==> config.mk <==
export PLATFORM = sky130hd
export DESIGN_NAME = lru_tag_cache_tick_stamped
export DESIGN_NICKNAME = d
export VERILOG_FILES = /design/src/hdl/ltc_pkg.sv /design/src/hdl/ltc_store.sv /design/src/hdl/ltc_lookup.sv /design/src/hdl/lru_tag_cache_tick_stamped.sv
export SDC_FILE = /design/constraint.sdc
export NUM_CORES = 1
export LEC_CHECK = 0
export BUFFER_PORTS_ARGS = -buffer_cell sky130_fd_sc_hd__buf_4
export CORE_UTILIZATION = 30
export DETAILED_ROUTE_END_ITERATION = 8
export REMOVE_ABC_BUFFERS = 1
export SLEW_MARGIN = 20
export SYNTH_ARGS = -nofsm -noshare
export SYNTH_HDL_FRONTEND = slang
export SYNTH_SLANG_ARGS = --single-unit
==> constraint.sdc <==
create_clock -name clock -period 16.87 [get_ports clock]
set_input_delay 3.374 -clock clock [delete_from_list [all_inputs] [get_ports clock]]
set_output_delay 3.374 -clock clock [all_outputs]
set_load 0.005 [all_outputs]
==> src/hdl/ltc_pkg.sv <==
// Shared types and constants for the tick-stamped LRU tag cache.
// No dependencies; imported by every module in hdl/.
package ltc_pkg;

   localparam int ENTRIES    = 4;
   localparam int TICK_WIDTH = 32;
   localparam int TAG_WIDTH  = 32;
   localparam int IDX_WIDTH  = $clog2(ENTRIES);

   localparam logic MODE_LOOKUP = 1'b0;
   localparam logic MODE_FLUSH  = 1'b1;

   typedef logic [TAG_WIDTH-1:0]  tag_type;
   typedef logic [TICK_WIDTH-1:0] tick_type;
   typedef logic [IDX_WIDTH-1:0]  idx_type;

   typedef tag_type  [ENTRIES-1:0] tag_vec_type;
   typedef tick_type [ENTRIES-1:0] tick_vec_type;

   localparam tick_type TICK_ONE = tick_type'(1);

   typedef struct packed {
      logic        mode;
      logic [31:0] name_tag;
   } req_type;

   typedef struct packed {
      logic        hit;
      logic [1:0]  way;
      logic        replaced_valid;
      logic [31:0] evicted_tag;
   } rsp_type;

   // State update produced by the lookup logic for one transfer
   typedef struct packed {
      logic     flush;
      logic     lookup;
      logic     wrap;
      tick_type tick;
      idx_type  idx;
      logic     fill;
      tag_type  tag;
   } upd_type;

endpackage

==> src/hdl/ltc_store.sv <==
// Entry storage: tags, valid bits, stamps and the global tick.
// Depends on ltc_pkg.
module ltc_store
   import ltc_pkg::*;
(
   input  logic         clock,
   input  logic         reset,
   input  upd_type      upd,
   output tag_vec_type  entry_tag,
   output logic [ENTRIES-1:0] entry_valid,
   output tick_vec_type entry_stamp,
   output tick_type     current_tick
);

   tag_vec_type        tag_ff;
   logic [ENTRIES-1:0] valid_ff;
   tick_vec_type       stamp_ff;
   tick_type           tick_ff;

   always_ff @(posedge clock) begin
      if (reset) begin
         tag_ff   <= '0;
         valid_ff <= '0;
         stamp_ff <= '0;
         tick_ff  <= '0;
      end else if (upd.flush) begin
         // tick is kept across a flush
         tag_ff   <= '0;
         valid_ff <= '0;
         stamp_ff <= '0;
      end else if (upd.lookup) begin
         tick_ff <= upd.tick;
         // a wrap zeroes every stamp except the one being refreshed
         for (int i = 0; i < ENTRIES; i++) begin
            if (idx_type'(i) == upd.idx) begin
               stamp_ff[i] <= upd.tick;
            end else if (upd.wrap) begin
               stamp_ff[i] <= '0;
            end
         end
         if (upd.fill) begin
            tag_ff[upd.idx]   <= upd.tag;
            valid_ff[upd.idx] <= 1'b1;
         end
      end
   end

   assign entry_tag    = tag_ff;
   assign entry_valid  = valid_ff;
   assign entry_stamp  = stamp_ff;
   assign current_tick = tick_ff;

endmodule

==> src/hdl/ltc_lookup.sv <==
// Lookup logic: tag match, tick advance and oldest-stamp victim select.
// Depends on ltc_pkg.
module ltc_lookup
   import ltc_pkg::*;
(
   input  logic               fire,
   input  req_type            req,
   input  tag_vec_type        entry_tag,
   input  logic [ENTRIES-1:0] entry_valid,
   input  tick_vec_type       entry_stamp,
   input  tick_type           current_tick,
   output rsp_type            rsp,
   output upd_type            upd
);

   tick_type tick_inc;
   tick_type tick_new;
   logic     wrap;
   tag_type  tag_in;
   logic     hit;
   idx_type  hit_idx;
   idx_type  victim;
   tick_type best;

   always_comb begin
      tag_in   = tag_type'(req.name_tag);
      tick_inc = tick_type'(current_tick + 1'b1);
      wrap     = (tick_inc == '0);
      tick_new = wrap ? TICK_ONE : tick_inc;

      // descending scan so the lowest matching index wins
      hit     = 1'b0;
      hit_idx = '0;
      for (int i = ENTRIES - 1; i >= 0; i--) begin
         if (entry_valid[i] && (entry_tag[i] == tag_in)) begin
            hit     = 1'b1;
            hit_idx = idx_type'(i);
         end
      end

      // strict less-than keeps the lowest index on ties; a wrap forces victim index 0
      best   = entry_stamp[0];
      victim = '0;
      for (int i = 1; i < ENTRIES; i++) begin
         if (entry_stamp[i] < best) begin
            best   = entry_stamp[i];
            victim = idx_type'(i);
         end
      end
      if (wrap) begin
         victim = '0;
      end

      rsp = '0;
      if (req.mode == MODE_LOOKUP) begin
         if (hit) begin
            rsp.hit = 1'b1;
            rsp.way = 2'(hit_idx);
         end else begin
            rsp.way            = 2'(victim);
            rsp.replaced_valid = entry_valid[victim];
            rsp.evicted_tag    = entry_valid[victim] ? 32'(entry_tag[victim]) : '0;
         end
      end

      upd.flush  = fire && (req.mode == MODE_FLUSH);
      upd.lookup = fire && (req.mode == MODE_LOOKUP);
      upd.wrap   = wrap;
      upd.tick   = tick_new;
      upd.idx    = hit ? hit_idx : victim;
      upd.fill   = !hit;
      upd.tag    = tag_in;
   end

endmodule

==> src/hdl/lru_tag_cache_tick_stamped.sv <==
// Tick-stamped LRU tag cache, fully associative, top level.
// Output is registered: a request passes through the input register, then the result
// register, before rsp_valid rises.
// Throughput: one request per cycle unless rsp back-pressure stalls the result register;
// the lookup and entry update finish in the cycle the input register hands its item on.
// Reset: synchronous; clears all entries, valid bits, stamps, the tick and both valid flags.
// Depends on ltc_pkg, ltc_lookup and ltc_store.
module lru_tag_cache_tick_stamped
   import ltc_pkg::*;
(
   input  logic    clock,
   input  logic    reset,
   input  logic    req_valid,
   output logic    req_ready,
   input  req_type req_data,
   output logic    rsp_valid,
   input  logic    rsp_ready,
   output rsp_type rsp_data
);

   logic         in_valid_ff;
   logic         in_valid_in;
   req_type      in_data_ff;
   logic         out_valid_ff;
   logic         out_valid_in;
   rsp_type      out_data_ff;
   logic         fire;
   rsp_type      rsp_next;
   upd_type      upd;
   tag_vec_type  entry_tag;
   logic [ENTRIES-1:0] entry_valid;
   tick_vec_type entry_stamp;
   tick_type     current_tick;

   // held item moves to the result register when that register is free or drains
   assign fire      = in_valid_ff && (!out_valid_ff || rsp_ready);
   assign req_ready = !in_valid_ff || fire;

   always_comb begin
      in_valid_in = in_valid_ff;
      if (req_ready) begin
         in_valid_in = req_valid;
      end
      out_valid_in = out_valid_ff;
      if (fire) begin
         out_valid_in = 1'b1;
      end else if (rsp_ready) begin
         out_valid_in = 1'b0;
      end
   end

   always_ff @(posedge clock) begin
      if (reset) begin
         in_valid_ff  <= 1'b0;
         out_valid_ff <= 1'b0;
      end else begin
         in_valid_ff  <= in_valid_in;
         out_valid_ff <= out_valid_in;
      end
   end

   always_ff @(posedge clock) begin
      if (req_valid && req_ready) begin
         in_data_ff <= req_data;
      end
      if (fire) begin
         out_data_ff <= rsp_next;
      end
   end

   ltc_lookup u_lookup (
      .fire         (fire),
      .req          (in_data_ff),
      .entry_tag    (entry_tag),
      .entry_valid  (entry_valid),
      .entry_stamp  (entry_stamp),
      .current_tick (current_tick),
      .rsp          (rsp_next),
      .upd          (upd)
   );

   ltc_store u_store (
      .clock        (clock),
      .reset        (reset),
      .upd          (upd),
      .entry_tag    (entry_tag),
      .entry_valid  (entry_valid),
      .entry_stamp  (entry_stamp),
      .current_tick (current_tick)
   );

   assign rsp_valid = out_valid_ff;
   assign rsp_data  = out_data_ff;

endmodule

# After elaboration in Yosys (flattened, before gate mapping)
# Index checks and enable logic that the tools add are counted.
[totals]
elab_cells = 99
register_bits = 363
input_bits = 37
output_inout_bits = 38
[classes]
muxes = 33
n_eq_ne = 7
bitwise = 5
reduce_logical = 29
n_addsub = 1
n_lt_le_gt_ge = 6
[op_table]
columns = ["operator", "n"]
rows = [
  ["$mux W32", 10],
  ["$bwmux W128", 1],
  ["$eq A32 B32 Y1", 4],
  ["$lt A32 B32 Y1", 3],
  ["$bmux W32 S2", 1],
  ["$demux W32 S2", 1],
  ["$add A32 B1 Y32 const B", 1],
  ["$logic_not A32 Y1", 1],
  ["$mux W2", 8],
  ["$reduce_and A2 Y1", 6],
  ["$mux W1", 10],
  ["$reduce_bool A2 Y1", 5],
  ["$logic_and A1 B1 Y1", 9],
  ["$lt A2 B3 Y1 const B", 2],
  ["$eq A2 B2 Y1 const A", 2],
  ["$not A1 Y1", 4],
  ["$or A4 B4 Y4", 1],
  ["$reduce_or A2 Y1", 2],
  ["$reduce_or A3 Y1", 1],
  ["$bmux W1 S2", 1],
  ["$demux W1 S2", 1],
  ["$eq A1 B2 Y1 const A", 1],
  ["$ge A2 B1 Y1 const B", 1],
  ["$logic_not A1 Y1", 2],
  ["2 further kinds", 3],
]

# Depth between registers and ports, before layout
[depth]
depth_word = 13
mapped_depth = 37
ltp_nobuf = 30

# Cells and area by module
# From an unflattened synthesis, not the netlist that was laid out.
[unflattened]
hier_cells = 2135
area_unflattened_um2 = 19128.3
[by_module_without_submodules]
columns = ["module", "area_per_inst_um2", "instances", "cells_each", "seq_area_each_um2"]
rows = [
  ["ltc_store", 9907.0, 1, 1028, 5845.6],
  ["ltc_lookup", 7045.5, 1, 1028, 0.0],
  ["lru_tag_cache_tick_stamped", 2175.8, 1, 79, 2112.0],
]

# Worst setup path after synthesis
# OpenSTA, ideal clock, no wires.
[synth_timing]
path_kind = "register -> register"
start = "reg u_store.stamp_ff, in the netlist u_store.entry_stamp[26]"
end = "reg out_data_ff, in the netlist rsp_data[10] (data pin)"
stages_incl_launch_ff = 37
path_slack_ns = 9.017
t_arrival_ns = 7.574
synth_period_minus_slack_ns = 7.853
n_path_buf = 6
path_cell_list = "dfxtp_1 -> inv_1 -> ha_1 -> a21oi_1 -> nand2_1 -> a221oi_1 -> o21ai_0 -> nor2_1 -> clkbuf_1 -> clkbuf_1 -> nor2_1 -> a21oi_1 -> ha_1 -> a211oi_1 -> nand3_1 -> a31oi_1 -> a211oi_1 -> nor4b_1 -> o21ai_1 -> nand2_1 -> clkbuf_1 -> buf_1 -> nor2_1 -> a21oi_1 -> ha_1 -> a211oi_1 -> o21ai_0 -> a211oi_1 -> o211ai_1 -> or4_1 -> a31oi_1 -> a311o_1 -> clkbuf_1 -> nand2_1 -> o221ai_1 -> clkbuf_1 -> a221oi_1"
[synth_via]
elab_chain_len = 11
word_cells_on_any_way = 15
classes_between = "3 x order compare; 10 x mux; 1 x bitwise; 1 x reduce/logical"
[synth_lines]
columns = ["element", "line_no", "rtl"]
rows = [
  ["start: declaration", "ltc_store.sv:17", "tick_vec_type stamp_ff;"],
  ["start signal: indexed assignment", "ltc_store.sv:36", "stamp_ff[i] <= upd.tick;"],
  ["$lt A32 B32 Y1", "ltc_lookup.sv:45", "if (entry_stamp[i] < best) begin"],
  ["$mux W32", "ltc_lookup.sv:45", ""],
  ["$lt A32 B32 Y1", "ltc_lookup.sv:45", ""],
  ["$mux W32", "ltc_lookup.sv:45", ""],
  ["$lt A32 B32 Y1", "ltc_lookup.sv:45", ""],
  ["$mux W2 *", "ltc_lookup.sv:45", ""],
  ["$mux W2 *", "ltc_lookup.sv:50", "if (wrap) begin"],
  ["$bmux W1 S2", "ltc_lookup.sv:62", "rsp.evicted_tag = entry_valid[victim] ? 32'(entry_tag[victim]) : '0;"],
  ["$mux W1 (implied by the code)", "ltc_lookup.sv:62", ""],
  ["$not A1 Y1 (no source line)", "n/a", ""],
  ["$reduce_or A3 Y1 (no source line)", "n/a", ""],
  ["end signal: assignment", "lru_tag_cache_tick_stamped.sv:67", "out_data_ff <= rsp_next;"],
  ["end: declaration", "lru_tag_cache_tick_stamped.sv:26", "rsp_type out_data_ff;"],
]
# Mark *: on every way between the ends. The rest lies on a longest branch, timed or not. The select of a mux whose other input is x is not followed.
# A chain may end at the register's enable or synchronous reset.

# Worst setup path in the final report
[layout_timing]
start = "reg u_store.stamp_ff, in the netlist u_store.entry_stamp[15]"
end = "reg u_store.tag_ff, in the netlist u_store.entry_tag[49]"
[layout_via]
elab_chain_len = 13
word_cells_on_any_way = 16
classes_between = "5 x order compare; 10 x mux; 1 x reduce/logical"
[layout_lines]
columns = ["element", "line_no", "rtl"]
rows = [
  ["$lt A32 B32 Y1", "ltc_lookup.sv:45", ""],
  ["$mux W32", "ltc_lookup.sv:45", ""],
  ["$lt A32 B32 Y1", "ltc_lookup.sv:45", ""],
  ["$mux W32", "ltc_lookup.sv:45", ""],
  ["$lt A32 B32 Y1", "ltc_lookup.sv:45", ""],
  ["$mux W2 *", "ltc_lookup.sv:45", ""],
  ["$mux W2 *", "ltc_lookup.sv:50", ""],
  ["$mux W2 *", "ltc_lookup.sv:70", "upd.idx = hit ? hit_idx : victim;"],
  ["$lt A2 B3 Y1 (implied by the code) / $ge A2 B1 Y1 (equally long branches)", "ltc_store.sv:42", "tag_ff[upd.idx] <= upd.tag;"],
  ["$logic_and A1 B1 Y1 (implied by the code)", "ltc_store.sv:42", ""],
  ["$mux W32 (implied by the code)", "ltc_store.sv:42", ""],
  ["$demux W32 S2 *", "n/a", ""],
  ["$bwmux W128 *", "ltc_store.sv:42", ""],
  ["end signal: indexed assignment", "ltc_store.sv:42", ""],
  ["end: declaration", "ltc_store.sv:15", "tag_vec_type tag_ff;"],
]
# Mark *: on every way between the ends. The rest lies on a longest branch, timed or not.

==> flow_metrics.py <==
metrics = {
    "status": {
        "status": "complete, no violations",
    },
    "route": {
        "drtIter0Drc": 1818,
        "ant_nets": 0,
        "routed_wl_mm": 68.5,
        "vias": 18700,
        "drc": 0,
        "viasPerCell": 5.45,
        "post_drt_wl_per_cell_um": 19.9,
        "firstDrtPassIters": 6,
    },
    "synth": {
        "async_flop_share": 0,
        "postSynthCellCount": 2529,
        "ys_ff_latch": 363,
        "dominantRegCellSynth": "dfxtp_1",
        "syn_area_um2": 21300,
        "synth_cell_types": 71,
        "synth-seq-area-share": 0.373,
        "synth.avg_cell_area_um2": 8.43,
        "synth-edff-count": 69,
        "synth_warnings": 0,
    },
    "timing": {
        "tns_ps": 0,
        "slew_headroom": 0.226,
        "period_share": 0.680,
        "slew_violations": 0,
        "fmax_mhz": 87.2,
        "setup_viol": 0,
        "tightest_slew_ps": 1160,
        "min_period_ps": 11470,
        "skew_ps": 51.6,
        "hold_viol_final": 0,
        "rsz0062_at_grt": "no",
    },
    "clocking": {
        "cts_buffers": 42,
        "tritoncts": "built",
        "cts_sinks": 363,
        "path_clk_slew_ps": 60,
        "cts.repair.resized": 0,
        "cts_root_buf": "clkbuf_16",
        "cts_hold_buf": 0,
        "cts_buffer_depth": 3,
        "cts_setup_buffers": 0,
        "htreeDepth": 2,
        "worstSkewPairLatency_ps": 600,
    },
    "pwr": {
        "peakVddDrop_v": 0.0000691,
        "p_leak_uw": 0.00898,
        "switchingPower_uw": 599,
        "powerDensity_nw_per_um2": 88.5,
        "internal-power_uw": 1520,
        "clockPowerShare": 0.457,
        "p_total_uw": 2120,
        "power_frac_seq": 0.433,
        "p_sw_frac": 0.283,
        "pwr-share-comb": 0.110,
    },
    "global_route": {
        "grt_max_degree": 95,
        "grtUsageTotal": 0.188,
        "grt_pass1_wl_mm": 107,
        "grt_antenna_before_repair": 0,
        "grt_pass1_vias": 17600,
        "grt-ovfl-total": 0,
    },
    "critical_path": {
        "arrival_ps": 11990,
        "slowest_delay_ps": 820,
        "critPathBufInv": 5,
        "crit_fanout": 69,
        "criticalPathCategory": "flip-flop to flip-flop",
        "crit_cells": 33,
        "ff2ff_path_depth": 33,
        "cp-end-kind": "flip-flop",
        "crit_path_start_kind": "flip-flop",
        "critPathSlowestCell": "nor4_1",
        "required_ps": 17390,
        "path_delay_family": "compound AO/OA/AOI/OAI gates",
    },
    "cells_and_area": {
        "syn_to_final_growth_pct": 12.4,
        "final_common_cell": "nand2_1",
        "finalInstanceArea_um2": 24000,
        "antenna_cells": 0,
        "drive_gt1_frac": 0.0862,
        "most-common-layout-cells": "nand2_1 (336), dfxtp_1 (294), nand3_1 (180)",
        "nFillCells": 7323,
        "nets": 2592,
    },
    "worst_hold_path": {
        "min_path_cells": 2,
        "min_path_type": "flip-flop to flip-flop",
    },
    "run": {
        "max_cap_viol_count": 0,
    },
    "placed_design": {
        "gp_congestion": 0.924,
        "hpwlAfterDp_mm": 45.4,
        "place_area_um2": 22500,
        "port_buffers": 74,
    },
    "floorplanning": {
        "core_um2": 70100,
        "die_h_um": 269,
        "die-area_um2": 72100,
        "chipWidth_um": 269,
        "start_util": 0.304,
        "pin_count": 75,
        "rows": 97,
    },
}
## flip-flops by register name, summed over array words and instances (netlist names)
signal                flops
u_store.entry_tag       128
rsp_data                 36
u_store.current_tick     32
u_store.entry_valid       4
in_valid_ff               1
in_data_ff               33
u_store.entry_stamp     128
rsp_valid                 1
## cell type report
cell class | instances | area, um^2 | area share
clock inverters | 21 | 255 | 0.0107
multi-input cells | 1903 | 12400 | 0.518
well taps | 940 | 1180 | 0.0491
clock buffers | 57 | 1200 | 0.0500
flip-flops and latches | 363 | 7960 | 0.332
repair buffers | 107 | 803 | 0.0335
inverters | 44 | 165 | 0.00689
## final timing paths
kind / start / endpoint / slack (ps)
worst max-delay path: u_store.entry_stamp[15] / u_store.entry_tag[49] / 5400
worst min-delay path: u_store.entry_stamp[64] / u_store.entry_stamp[64] / 480
worst max register to register: u_store.entry_stamp[15] / u_store.entry_tag[49] / 5400
worst min register to register: u_store.entry_stamp[64] / u_store.entry_stamp[64] / 480
## kinds of logic (layout without fill, tap and decap cells)
| family | after synthesis | after routing | share of synthesized area |
|---|---|---|---|
| adders and majority gates | 94 | 94 | 0.0552 |
| buffers and inverters | 263 | 229 | 0.0506 |
| DFF | 363 | 363 | 0.373 |
| muxes | 130 | 130 | 0.0611 |
| and+or+nand+nor | 915 | 915 | 0.204 |
| AOI/OAI and AO/OA | 588 | 588 | 0.183 |
| xor gates and xnor gates | 176 | 176 | 0.0723 |
## power groups by stage
stage	sequential, uW	combinational (uW)	clock, uW
after global placement	938	230	0
after detailed placement	938	230	0
after floorplan	930	127	0
final	919	233	969
after CTS	919	230	983
after global routing	920	245	1020
## synth_stat cells (3+ instances only)
cell / count / area [um^2]
a221o_1: 32 / 320
nor2_1: 159 / 597
buf_4: 7 / 52.6
o211ai_1: 66 / 495
nor3b_1: 5 / 37.5
a21o_1: 9 / 67.6
nand3b_1: 4 / 30.0
or2_2: 4 / 25.0
nor4_1: 46 / 288
a211o_1: 4 / 35.0
nor4_2: 4 / 50.1
buf_1: 9 / 33.8
a221oi_1: 34 / 298
nand3_1: 180 / 901
dfxtp_1: 294 / 5890
nand4_1: 50 / 313
inv_1: 44 / 165
clkbuf_1: 176 / 661
and2_1: 21 / 131
nand4b_1: 7 / 61.3
or3_1: 23 / 144
or4_1: 6 / 45.0
nor3_1: 31 / 155
nor4b_1: 3 / 26.3
nor2b_1: 4 / 25.0
buf_2: 22 / 110
a211oi_1: 42 / 315
o21a_1: 40 / 300
buf_6: 5 / 56.3
edfxtp_1: 69 / 2070
and4_1: 7 / 61.3
a31oi_1: 8 / 50.1
mux2i_1: 130 / 1300
xor2_1: 105 / 920
nand2b_1: 6 / 37.5
ha_1: 94 / 1180
a21oi_1: 159 / 796
nand2_1: 338 / 1270
o31a_1: 5 / 43.8
o21ai_1: 20 / 100
o21ai_0: 112 / 561
xnor2_1: 71 / 622
a32oi_1: 32 / 280
and3_1: 5 / 31.3
## worst reg2reg max path, delay by kind of cell, from the launching register on
family	cells	cell delay, ps
AND/OR/NAND/NOR	9	3120
AO/OA/AOI/OAI	15	4650
adder cells (fa/ha/maj)	3	870
buffers and inverters	5	2180
multiplexers	1	290
flip-flops	1	350
## per-layer routing
metal / track usage / up-vias / share of wire
met1: 0.256 / 8963 / 0.45
met5: 0 / - / 0
met2: 0.301 / 594 / 0.46
li1: - / 9054 / -
met4: 0.0657 / 0 / 0.033
met3: 0.0293 / 113 / 0.059
## stage by stage
stage / hold slack, ps / util / cells / setup WS [ps]
2_1_floorplan: 436 / - / 2310 / 4360
3_3_place_gp: 448 / 0.321 / 3357 / 5760
3_5_place_dp: 457 / 0.321 / 3357 / 5680
4_1_cts: 472 / 0.341 / 3435 / 5630
5_1_grt: 501 / 0.341 / 3435 / 4510
6_report: 479 / 0.341 / 3435 / 5400
Note: power is estimated with default switching activity, not from simulation.
